[config.mk]
export PLATFORM = sky130hd
export DESIGN_NAME = pedal_sensor_plausibility_top
export DESIGN_NICKNAME = d
export VERILOG_FILES = /design/src/rtl/pspc_pkg.sv /design/src/rtl/pedal_sensor_plausibility_top.sv /design/src/rtl/pspc_regs.sv /design/src/rtl/pspc_front.sv /design/src/rtl/pspc_queue.sv /design/src/rtl/pspc_back.sv
export SDC_FILE = /design/constraint.sdc
export NUM_CORES = 2
export LEC_CHECK = 0
export BUFFER_PORTS_ARGS = -buffer_cell sky130_fd_sc_hd__buf_2
export CAP_MARGIN = 25
export CORE_AREA = 2 2 263 265
export DETAILED_ROUTE_END_ITERATION = 10
export DIE_AREA = 0 0 265 267
export PLACE_DENSITY = 0.72
export SYNTH_ARGS = -nofsm -noshare
export SYNTH_HDL_FRONTEND = slang
export SYNTH_SLANG_ARGS = --single-unit
[constraint.sdc]
create_clock -name i_clk -period 10.55 [get_ports i_clk]
set_input_delay 1.5825 -clock i_clk [delete_from_list [all_inputs] [get_ports i_clk]]
set_output_delay 1.5825 -clock i_clk [all_outputs]
set_load 0.02 [all_outputs]
[src/rtl/pspc_pkg.sv]
// Shared types, register map and helpers for the pedal sensor plausibility block.
package pspc_pkg;

    localparam int unsigned SAMPLE_W = 12;
    localparam int unsigned FRAC_W   = 8;
    localparam int unsigned PADDR_W  = 5;
    localparam int unsigned PDATA_W  = 32;
    localparam int unsigned REG_IDX_W = 3;
    localparam int unsigned IN_TDATA_W  = 64;
    localparam int unsigned OUT_TDATA_W = 48;
    localparam int unsigned PROD_W   = SAMPLE_W + FRAC_W;

    // register indexes (byte address is 4 * index)
    localparam logic [REG_IDX_W-1:0] REG_THR_SPIKE   = 3'd0;
    localparam logic [REG_IDX_W-1:0] REG_BRK_SPIKE   = 3'd1;
    localparam logic [REG_IDX_W-1:0] REG_THR_PRESSED = 3'd2;
    localparam logic [REG_IDX_W-1:0] REG_BRK_PRESSED = 3'd3;
    localparam logic [REG_IDX_W-1:0] REG_THR_FRAC    = 3'd4;
    localparam logic [REG_IDX_W-1:0] REG_BRK_FRAC    = 3'd5;
    localparam logic [REG_IDX_W-1:0] REG_OVL_THR     = 3'd6;
    localparam logic [REG_IDX_W-1:0] REG_OVL_BRK     = 3'd7;

    localparam logic [SAMPLE_W-1:0] RST_THR_SPIKE   = 12'd400;
    localparam logic [SAMPLE_W-1:0] RST_BRK_SPIKE   = 12'd400;
    localparam logic [SAMPLE_W-1:0] RST_THR_PRESSED = 12'd200;
    localparam logic [SAMPLE_W-1:0] RST_BRK_PRESSED = 12'd200;
    localparam logic [FRAC_W-1:0]   RST_THR_FRAC    = 8'd26;
    localparam logic [FRAC_W-1:0]   RST_BRK_FRAC    = 8'd26;
    localparam logic [SAMPLE_W-1:0] RST_OVL_THR     = 12'd1024;
    localparam logic [SAMPLE_W-1:0] RST_OVL_BRK     = 12'd800;

    typedef struct packed {
        logic [SAMPLE_W-1:0] throttle_spike_limit;
        logic [SAMPLE_W-1:0] brake_spike_limit;
        logic [SAMPLE_W-1:0] throttle_pressed_level;
        logic [SAMPLE_W-1:0] brake_pressed_level;
        logic [FRAC_W-1:0]   throttle_mismatch_frac;
        logic [FRAC_W-1:0]   brake_mismatch_frac;
        logic [SAMPLE_W-1:0] overlap_throttle_level;
        logic [SAMPLE_W-1:0] overlap_brake_level;
    } t_cfg;

    // filtered sample set, front to back
    typedef struct packed {
        logic                bspd;
        logic [SAMPLE_W-1:0] cur;
        logic [SAMPLE_W-1:0] bb;
        logic [SAMPLE_W-1:0] ba;
        logic [SAMPLE_W-1:0] tb;
        logic [SAMPLE_W-1:0] ta;
    } t_filt;

    // result item, packed highest field first
    typedef struct packed {
        logic                fault_latching;
        logic                fault_recoverable;
        logic                overlap_fault;
        logic                bspd_fault;
        logic                brake_mismatch;
        logic                throttle_mismatch;
        logic                brake_pressed;
        logic                throttle_pressed;
        logic [SAMPLE_W-1:0] current_out;
        logic [SAMPLE_W-1:0] brake_avg;
        logic [SAMPLE_W-1:0] throttle_avg;
    } t_result;

    // queue status, queue to front and back
    typedef struct packed {
        logic full;
        logic empty;
    } t_qstat;

    function automatic logic [SAMPLE_W-1:0] abs_diff(
        input logic [SAMPLE_W-1:0] x,
        input logic [SAMPLE_W-1:0] y
    );
        return (x > y) ? (x - y) : (y - x);
    endfunction

endpackage

[src/rtl/pedal_sensor_plausibility_top.sv]
// Pedal sensor plausibility check: top level wiring front, queue, back and registers.
// An accepted item is written into the queue, then loaded into the back stage's output register.
// Throughput: one item per cycle while the output is not stalled; front filter and back-stage checks are combinational.
// The two-entry queue lets the front keep accepting while a result waits on the output.
// Reset (synchronous, active low) clears queue, output valid, stored samples to zero,
// and loads all thresholds with their defaults.
module pedal_sensor_plausibility_top #(
    parameter int unsigned CURRENT_SPIKE_LIMIT = 400
) (
    input  logic                             i_clk,
    input  logic                             i_rst_n,
    // slave side: sample sets
    input  logic                             s_axis_tvalid,
    output logic                             s_axis_tready,
    // [11:0] throttle_raw_a, [23:12] throttle_raw_b, [35:24] brake_raw_a,
    // [47:36] brake_raw_b, [59:48] current_raw, [60] bspd_line_low, [63:61] zero
    input  logic [pspc_pkg::IN_TDATA_W-1:0]  s_axis_tdata,
    // master side: results
    output logic                             m_axis_tvalid,
    input  logic                             m_axis_tready,
    // [11:0] throttle_avg, [23:12] brake_avg, [35:24] current_out,
    // [36] throttle_pressed, [37] brake_pressed, [38] throttle_mismatch,
    // [39] brake_mismatch, [40] bspd_fault, [41] overlap_fault,
    // [42] fault_recoverable, [43] fault_latching, [47:44] zero
    output logic [pspc_pkg::OUT_TDATA_W-1:0] m_axis_tdata,
    // configuration
    input  logic                             psel,
    input  logic                             penable,
    input  logic                             pwrite,
    input  logic [pspc_pkg::PADDR_W-1:0]     paddr,
    input  logic [pspc_pkg::PDATA_W-1:0]     pwdata,
    output logic [pspc_pkg::PDATA_W-1:0]     prdata,
    output logic                             pready
);

    pspc_pkg::t_cfg   w_cfg;
    pspc_pkg::t_filt  w_push_filt;
    pspc_pkg::t_filt  w_head_filt;
    pspc_pkg::t_qstat w_qstat;
    logic             w_push;
    logic             w_pop;

    // no wait states on the register port
    assign pready = 1'b1;

    pspc_regs u_regs (
        .i_clk     (i_clk),
        .i_rst_n   (i_rst_n),
        .i_psel    (psel),
        .i_penable (penable),
        .i_pwrite  (pwrite),
        .i_paddr   (paddr),
        .i_pwdata  (pwdata),
        .o_prdata  (prdata),
        .o_cfg     (w_cfg)
    );

    // front: spike filter; stored samples move only on an accepted item
    pspc_front #(
        .CURRENT_SPIKE_LIMIT (CURRENT_SPIKE_LIMIT)
    ) u_front (
        .i_clk   (i_clk),
        .i_rst_n (i_rst_n),
        .i_valid (s_axis_tvalid),
        .o_ready (s_axis_tready),
        .i_data  (s_axis_tdata),
        .i_cfg   (w_cfg),
        .i_qstat (w_qstat),
        .o_push  (w_push),
        .o_filt  (w_push_filt)
    );

    // decouples front from an output stall
    pspc_queue u_queue (
        .i_clk   (i_clk),
        .i_rst_n (i_rst_n),
        .i_push  (w_push),
        .i_filt  (w_push_filt),
        .i_pop   (w_pop),
        .o_filt  (w_head_filt),
        .o_qstat (w_qstat)
    );

    // back: checks and output register
    pspc_back u_back (
        .i_clk   (i_clk),
        .i_rst_n (i_rst_n),
        .i_cfg   (w_cfg),
        .i_filt  (w_head_filt),
        .i_avail (!w_qstat.empty),
        .o_pop   (w_pop),
        .o_valid (m_axis_tvalid),
        .i_ready (m_axis_tready),
        .o_data  (m_axis_tdata)
    );

endmodule

[src/rtl/pspc_regs.sv]
// APB register file holding the plausibility thresholds.
module pspc_regs (
    input  logic                          i_clk,
    input  logic                          i_rst_n,
    input  logic                          i_psel,
    input  logic                          i_penable,
    input  logic                          i_pwrite,
    input  logic [pspc_pkg::PADDR_W-1:0]  i_paddr,
    input  logic [pspc_pkg::PDATA_W-1:0]  i_pwdata,
    output logic [pspc_pkg::PDATA_W-1:0]  o_prdata,
    output pspc_pkg::t_cfg                o_cfg
);

    pspc_pkg::t_cfg r_cfg;
    pspc_pkg::t_cfg n_cfg;
    logic [pspc_pkg::REG_IDX_W-1:0] w_idx;
    logic [pspc_pkg::SAMPLE_W-1:0]  w_v12;
    logic [pspc_pkg::FRAC_W-1:0]    w_v8;
    logic                           w_wr;

    assign w_idx = i_paddr[pspc_pkg::PADDR_W-1:2];
    assign w_v12 = i_pwdata[pspc_pkg::SAMPLE_W-1:0];
    assign w_v8  = i_pwdata[pspc_pkg::FRAC_W-1:0];
    assign w_wr  = i_psel & i_penable & i_pwrite;

    always_comb begin
        n_cfg = r_cfg;
        if (w_wr) begin
            case (w_idx)
                pspc_pkg::REG_THR_SPIKE:   n_cfg.throttle_spike_limit   = w_v12;
                pspc_pkg::REG_BRK_SPIKE:   n_cfg.brake_spike_limit      = w_v12;
                pspc_pkg::REG_THR_PRESSED: n_cfg.throttle_pressed_level = w_v12;
                pspc_pkg::REG_BRK_PRESSED: n_cfg.brake_pressed_level    = w_v12;
                pspc_pkg::REG_THR_FRAC:    n_cfg.throttle_mismatch_frac = w_v8;
                pspc_pkg::REG_BRK_FRAC:    n_cfg.brake_mismatch_frac    = w_v8;
                pspc_pkg::REG_OVL_THR:     n_cfg.overlap_throttle_level = w_v12;
                pspc_pkg::REG_OVL_BRK:     n_cfg.overlap_brake_level    = w_v12;
                default:                   n_cfg = r_cfg;
            endcase
        end
    end

    always_ff @(posedge i_clk) begin
        if (!i_rst_n) begin
            r_cfg.throttle_spike_limit   <= pspc_pkg::RST_THR_SPIKE;
            r_cfg.brake_spike_limit      <= pspc_pkg::RST_BRK_SPIKE;
            r_cfg.throttle_pressed_level <= pspc_pkg::RST_THR_PRESSED;
            r_cfg.brake_pressed_level    <= pspc_pkg::RST_BRK_PRESSED;
            r_cfg.throttle_mismatch_frac <= pspc_pkg::RST_THR_FRAC;
            r_cfg.brake_mismatch_frac    <= pspc_pkg::RST_BRK_FRAC;
            r_cfg.overlap_throttle_level <= pspc_pkg::RST_OVL_THR;
            r_cfg.overlap_brake_level    <= pspc_pkg::RST_OVL_BRK;
        end else begin
            r_cfg <= n_cfg;
        end
    end

    always_comb begin
        case (w_idx)
            pspc_pkg::REG_THR_SPIKE:   o_prdata = {20'd0, r_cfg.throttle_spike_limit};
            pspc_pkg::REG_BRK_SPIKE:   o_prdata = {20'd0, r_cfg.brake_spike_limit};
            pspc_pkg::REG_THR_PRESSED: o_prdata = {20'd0, r_cfg.throttle_pressed_level};
            pspc_pkg::REG_BRK_PRESSED: o_prdata = {20'd0, r_cfg.brake_pressed_level};
            pspc_pkg::REG_THR_FRAC:    o_prdata = {24'd0, r_cfg.throttle_mismatch_frac};
            pspc_pkg::REG_BRK_FRAC:    o_prdata = {24'd0, r_cfg.brake_mismatch_frac};
            pspc_pkg::REG_OVL_THR:     o_prdata = {20'd0, r_cfg.overlap_throttle_level};
            pspc_pkg::REG_OVL_BRK:     o_prdata = {20'd0, r_cfg.overlap_brake_level};
            default:                   o_prdata = '0;
        endcase
    end

    assign o_cfg = r_cfg;

endmodule

[src/rtl/pspc_front.sv]
// Front end: accepts sample sets, spike-filters each sample channel (BSPD bit passes through), pushes to the queue.
module pspc_front #(
    parameter int unsigned CURRENT_SPIKE_LIMIT = 400
) (
    input  logic                            i_clk,
    input  logic                            i_rst_n,
    input  logic                            i_valid,
    output logic                            o_ready,
    input  logic [pspc_pkg::IN_TDATA_W-1:0] i_data,
    input  pspc_pkg::t_cfg                  i_cfg,
    input  pspc_pkg::t_qstat                i_qstat,
    output logic                            o_push,
    output pspc_pkg::t_filt                 o_filt
);

    localparam logic [pspc_pkg::SAMPLE_W-1:0] CurLimit =
        pspc_pkg::SAMPLE_W'(CURRENT_SPIKE_LIMIT);

    // previous raw samples
    logic [pspc_pkg::SAMPLE_W-1:0] r_last_ta, r_last_tb, r_last_ba, r_last_bb, r_last_cur;
    pspc_pkg::t_filt w_raw;

    function automatic logic [pspc_pkg::SAMPLE_W-1:0] despike(
        input logic [pspc_pkg::SAMPLE_W-1:0] raw,
        input logic [pspc_pkg::SAMPLE_W-1:0] last,
        input logic [pspc_pkg::SAMPLE_W-1:0] limit
    );
        return (pspc_pkg::abs_diff(raw, last) > limit) ? last : raw;
    endfunction

    assign w_raw   = i_data[$bits(pspc_pkg::t_filt)-1:0];
    assign o_ready = !i_qstat.full;
    assign o_push  = i_valid & o_ready;

    assign o_filt.ta   = despike(w_raw.ta, r_last_ta, i_cfg.throttle_spike_limit);
    assign o_filt.tb   = despike(w_raw.tb, r_last_tb, i_cfg.throttle_spike_limit);
    assign o_filt.ba   = despike(w_raw.ba, r_last_ba, i_cfg.brake_spike_limit);
    assign o_filt.bb   = despike(w_raw.bb, r_last_bb, i_cfg.brake_spike_limit);
    assign o_filt.cur  = despike(w_raw.cur, r_last_cur, CurLimit);
    assign o_filt.bspd = w_raw.bspd;

    // raw sample of each accepted item is stored, filtered or not
    always_ff @(posedge i_clk) begin
        if (!i_rst_n) begin
            r_last_ta  <= '0;
            r_last_tb  <= '0;
            r_last_ba  <= '0;
            r_last_bb  <= '0;
            r_last_cur <= '0;
        end else if (o_push) begin
            r_last_ta  <= w_raw.ta;
            r_last_tb  <= w_raw.tb;
            r_last_ba  <= w_raw.ba;
            r_last_bb  <= w_raw.bb;
            r_last_cur <= w_raw.cur;
        end
    end

endmodule

[src/rtl/pspc_queue.sv]
// Two-entry queue of filtered sample sets between front and back.
module pspc_queue (
    input  logic             i_clk,
    input  logic             i_rst_n,
    input  logic             i_push,
    input  pspc_pkg::t_filt  i_filt,
    input  logic             i_pop,
    output pspc_pkg::t_filt  o_filt,
    output pspc_pkg::t_qstat o_qstat
);

    localparam int unsigned Depth = 2;
    localparam int unsigned PtrW  = $clog2(Depth);
    localparam int unsigned CntW  = $clog2(Depth + 1);

    pspc_pkg::t_filt r_slot [Depth];
    logic [PtrW-1:0] r_wr_ptr, r_rd_ptr;
    logic [CntW-1:0] r_count;
    logic            w_push, w_pop;

    assign o_qstat.full  = (r_count == CntW'(Depth));
    assign o_qstat.empty = (r_count == '0);
    assign w_push = i_push & !o_qstat.full;
    assign w_pop  = i_pop & !o_qstat.empty;
    assign o_filt = r_slot[r_rd_ptr];

    always_ff @(posedge i_clk) begin
        if (w_push) begin
            r_slot[r_wr_ptr] <= i_filt;
        end
    end

    always_ff @(posedge i_clk) begin
        if (!i_rst_n) begin
            r_wr_ptr <= '0;
            r_rd_ptr <= '0;
            r_count  <= '0;
        end else begin
            if (w_push) begin
                r_wr_ptr <= (r_wr_ptr == PtrW'(Depth - 1)) ? '0 : r_wr_ptr + PtrW'(1);
            end
            if (w_pop) begin
                r_rd_ptr <= (r_rd_ptr == PtrW'(Depth - 1)) ? '0 : r_rd_ptr + PtrW'(1);
            end
            case ({w_push, w_pop})
                2'b10:   r_count <= r_count + CntW'(1);
                2'b01:   r_count <= r_count - CntW'(1);
                default: r_count <= r_count;
            endcase
        end
    end

endmodule

[src/rtl/pspc_back.sv]
// Back end: averages, pressed/mismatch/overlap flags, fault summary, registered result output.
module pspc_back (
    input  logic                             i_clk,
    input  logic                             i_rst_n,
    input  pspc_pkg::t_cfg                   i_cfg,
    input  pspc_pkg::t_filt                  i_filt,
    input  logic                             i_avail,
    output logic                             o_pop,
    output logic                             o_valid,
    input  logic                             i_ready,
    output logic [pspc_pkg::OUT_TDATA_W-1:0] o_data
);

    localparam int unsigned SW = pspc_pkg::SAMPLE_W;
    localparam int unsigned PW = pspc_pkg::PROD_W;

    logic            r_valid;
    pspc_pkg::t_result r_res;
    pspc_pkg::t_result n_res;
    logic [SW:0]     w_tsum, w_bsum;
    logic            w_tmis, w_bmis, w_ovl;

    // d*256 > frac*reading for either reading; no division needed
    function automatic logic mismatch(
        input logic [SW-1:0]                    x,
        input logic [SW-1:0]                    y,
        input logic [pspc_pkg::FRAC_W-1:0]      frac
    );
        logic [PW-1:0] d;
        logic [PW-1:0] px;
        logic [PW-1:0] py;
        d  = {pspc_pkg::abs_diff(x, y), 8'd0};
        px = PW'(frac) * PW'(x);
        py = PW'(frac) * PW'(y);
        return (d > px) || (d > py);
    endfunction

    assign w_tsum = {1'b0, i_filt.ta} + {1'b0, i_filt.tb};
    assign w_bsum = {1'b0, i_filt.ba} + {1'b0, i_filt.bb};
    assign w_tmis = mismatch(i_filt.ta, i_filt.tb, i_cfg.throttle_mismatch_frac);
    assign w_bmis = mismatch(i_filt.ba, i_filt.bb, i_cfg.brake_mismatch_frac);
    assign w_ovl  = ((i_filt.ta > i_cfg.overlap_throttle_level) ||
                     (i_filt.tb > i_cfg.overlap_throttle_level)) &&
                    ((i_filt.ba > i_cfg.overlap_brake_level) ||
                     (i_filt.bb > i_cfg.overlap_brake_level));

    always_comb begin
        n_res.throttle_avg      = w_tsum[SW:1];
        n_res.brake_avg         = w_bsum[SW:1];
        n_res.current_out       = i_filt.cur;
        n_res.throttle_pressed  = (w_tsum[SW:1] > i_cfg.throttle_pressed_level);
        n_res.brake_pressed     = (w_bsum[SW:1] > i_cfg.brake_pressed_level);
        n_res.throttle_mismatch = w_tmis;
        n_res.brake_mismatch    = w_bmis;
        n_res.bspd_fault        = i_filt.bspd;
        n_res.overlap_fault     = w_ovl;
        n_res.fault_recoverable = w_tmis | w_bmis | w_ovl;
        n_res.fault_latching    = i_filt.bspd;
    end

    // load the output register from the queue head when it is empty or being drained
    assign o_pop = i_avail & (!r_valid | i_ready);

    always_ff @(posedge i_clk) begin
        if (!i_rst_n) begin
            r_valid <= 1'b0;
        end else if (o_pop) begin
            r_valid <= 1'b1;
        end else if (i_ready) begin
            r_valid <= 1'b0;
        end
    end

    always_ff @(posedge i_clk) begin
        if (o_pop) begin
            r_res <= n_res;
        end
    end

    assign o_valid = r_valid;
    assign o_data  = {{(pspc_pkg::OUT_TDATA_W - $bits(pspc_pkg::t_result)){1'b0}}, r_res};

endmodule

==> summary.txt <==
Outcome
  – Status: complete, no violations

Setup path
  – CP Launch Type: flip-flop
  – Setup CP Type: flip-flop to flip-flop
  – Crit. End Element: flip-flop
  – WP data arrival: 8.71 ns
  – Worst Path Max Fanout: 38
  – CP Data Required Time: between 10 and 15 ns

Synthesis
  – Post-synth EDFFs: 165
  – Synth Area in Adders: 31.3%
  – Avg Cell Area, Syn: between 8 and 9 um^2
  – Seq cells post-synth: roughly 320
  – Post-synthesis sequential area ratio: 21.7%
  – Mux contribution to synthesized area: under 10%
  – Distinct cells, synth: 85
  – Synth warn: 0
  – Complex-gate fraction of the synthesized area: 14.2%
  – Prevailing post-synth register cell: edfxtp_1
  – Xor and xnor fraction of the mapped netlist area: under 10%
  – Gate Count Post-Synth: between 4000 and 5000
  – Main combinational cell family by area after synthesis: adder cells
  – Synth Area in Simple Gates: 15.8%
  – Synth async-reset ratio: 0%
  – Post-Syn Area: between 0.03 and 0.04 mm^2

STA
  – Final setup vio count: 0
  – Fin crit period: 8.39 ns
  – Setup Skew: 0.0108 ns
  – Fmax: 119 MHz
  – Slew Viols, Final: 0
  – Tcrit/Tclk final: just under 80%
  – Slew margin rel.: between 20 and 30%
  – Final Hold Viols: 0
  – RSZ-0062 raised after global routing: no
  – Slew @ Worst Pin: 1.05 ns
  – Setup TNS: 0 ns

Clocking
  – CTS tree: done
  – CTS clk-pin slew, worst paths: about 0.060 ns
  – Total clock buffers created by CTS: 40
  – CTS root buffer: clkbuf_16
  – Post-cts sizing count: 0
  – CTS H-tree lvls: 2
  – CTS Sinks: roughly 320
  – Clk_lat worst skew: 0.58 ns
  – Clock Path Buffers: 3
  – Post-CTS setup buffer count: 0
  – # hold bufs at CTS: 0

Cells and area
  – Commonest non-fill, non-tap cells in the layout: 599 x inv_1, 514 x ha_1, 417 x nand2_1, 274 x nor2b_1, 256 x fa_1
  – Final Instance Area: between 0.03 and 0.04 mm^2
  – Synth-to-Final Area Change: 8.17%
  – NumNets Final: 5134
  – Finished Layout Cells: 5174
  – Area occupied by multi-input gates: 0.0260 mm^2
  – Fillers: approximately 6000
  – Area occupied by registers: 0.00804 mm^2
  – Utilization after layout: approximately three fifths
  – Commonest non-fill, non-tap cell in the layout: inv_1
  – Share of cells above drive strength 1: 8.26%

GRT
  – Largest net degree at the start of global routing: between 100 and 150
  – GRT Util Overall: approximately 27%
  – Initial antenna violation count: 16
  – GRT Residual Overflow: 0
  – First-pass GRT wire length: 153 mm
  – Number of global-route vias before repair: roughly 29000

Drt
  – Detailed Route Iter0 Violations: around 2200
  – Drt via density: 5.61
  – # DRC: 0
  – WL/cell: approximately 19 um
  – First-pass DRT Iterations: 6
  – WL final: 96.1 mm
  – ANT nets after route: 0
  – DR vias: 29051

Floorplanning
  – Die width: 265 um
  – I/O pins: roughly 190
  – Initial Utilization: between 50% and 60%
  – Die Height: 267 um
  – Core Region: between 0.06 and 0.07 mm^2
  – # rows: 96
  – Die area: 0.0708 mm^2

Job
  – Max-cap check violation count: 0

Placement
  – Placed inst area: a little under 0.04 mm^2
  – Final RePlAce weighted congestion: just over 0.9
  – DP Wirelength: 74.0 mm
  – Placed insts: 5095
  – PortBufs: 140

Worst hold path
  – Worst Hold Class: flip-flop to flip-flop
## metrics by stage
stage | setup WS, ns | hold WS, ns
floorplan | 2.90 | 0.443
global placement | 2.22 | 0.451
detailed placement | 2.17 | 0.460
CTS | 2.13 | 0.467
global route | 1.56 | 0.490
finish | 2.16 | 0.464
## per-layer routing
metal  GRT usage (%)  routed length [um]  vias to the layer above
li1                -                   -                    14055
met1            37.5               43200                    13982
met2            43.3               42600                      847
met3            5.78                7630                      151
met4            8.08                2630                       16
met5               0                 108                        -
## layout make-up
| type | instances | share of cell area, % |
|---|---|---|
| well taps | 882 | 2.76 |
| diodes | 5 | 0.0313 |
| inverters | 601 | 5.64 |
| flip-flops and latches | 319 | 20.1 |
| clock inverters | 20 | 0.516 |
| multi-input cells | 3087 | 65.0 |
| clock buffers | 53 | 2.87 |
| repair buffers | 207 | 3.04 |
## critical path, stage by stage (launching register included)
cell	delay, ns
dfxtp_4	0.80
buf_4	0.50
mux2i_1	0.92
nor2b_1	0.15
fa_1	0.57
fa_1	0.44
fa_1	0.54
inv_1	0.05
fa_1	0.52
inv_1	0.04
ha_1	0.35
a21o_1	0.20
a21o_1	0.17
a21oi_1	0.21
o21ai_0	0.18
a2111oi_0	0.45
o21bai_1	0.13
a21oi_1	0.18
xnor2_1	0.10
ha_1	0.30
nand4_1	0.14
nor4_1	0.35
nand4_1	0.18
a22o_1	0.27
or3_1	0.35
## worst paths after layout
check | startpoint | endpoint | slack (ns) | cells past startpoint
worst max-delay path | flip-flop | u_back.o_data[42] | 2.16 | 24
worst min-delay path | u_regs.o_cfg[78] | u_regs.o_cfg[78] | 0.46 | 2
worst max register to register | flip-flop | u_back.o_data[42] | 2.16 | 24
worst min register to register | u_regs.o_cfg[78] | u_regs.o_cfg[78] | 0.46 | 2
## cells in the mapped netlist (all sizes together) (5+ instances only)
| library cell | number | area [um^2] |
|---|---|---|
| o21a | 16 | 120 |
| nor3 | 52 | 260 |
| fa | 256 | 5120 |
| a21o | 133 | 1000 |
| xor2 | 37 | 324 |
| o211a | 8 | 80.1 |
| o31ai | 6 | 45.0 |
| a211oi | 16 | 120 |
| dfxtp | 154 | 3080 |
| xnor2 | 110 | 963 |
| o21bai | 20 | 150 |
| o21ai | 136 | 681 |
| mux2i | 138 | 1380 |
| and4 | 8 | 71.3 |
| edfxtp | 165 | 4950 |
| o211ai | 21 | 163 |
| a21oi | 215 | 1080 |
| clkbuf | 129 | 485 |
| a2111oi | 12 | 105 |
| and2 | 106 | 664 |
| inv | 600 | 2250 |
| mux2 | 42 | 473 |
| a211o | 6 | 52.6 |
| and3 | 9 | 56.3 |
| nor2b | 274 | 1710 |
| buf | 44 | 302 |
| or3 | 12 | 80.1 |
| a21boi | 115 | 863 |
| nor4 | 5 | 46.3 |
| nor2 | 154 | 578 |
| nand3 | 21 | 105 |
| nand2b | 27 | 169 |
| nand4 | 56 | 350 |
| o22ai | 6 | 37.5 |
| o2111ai | 8 | 70.1 |
| or2 | 9 | 56.3 |
| a221oi | 17 | 149 |
| a31oi | 14 | 87.6 |
| nand2 | 417 | 1570 |
| ha | 514 | 6430 |
## state kept, by name, summed over array words and instances (netlist names), named ones only
signal              count
u_front.r_last_ba      12
u_back.o_data          43
u_queue.r_wr_ptr        1
u_front.r_last_tb      12
u_queue.r_rd_ptr        1
u_back.o_valid          1
u_queue.r_slot        122
u_front.r_last_bb      12
u_front.r_last_ta      12
u_regs.o_cfg           88
u_front.r_last_cur     12
u_queue.r_count         2
## kinds of logic after synthesis
family | Yosys count
and+or+nand+nor | 1164
adders and majority gates | 770
DFF | 319
xor gates and xnor gates | 147
AOI/OAI and AO/OA | 797
buffers and inverters | 774
other | 2
muxes | 184
Power is not shown: default switching activity piles up to over one toggle a cycle in this logic, so the estimate is an artifact.
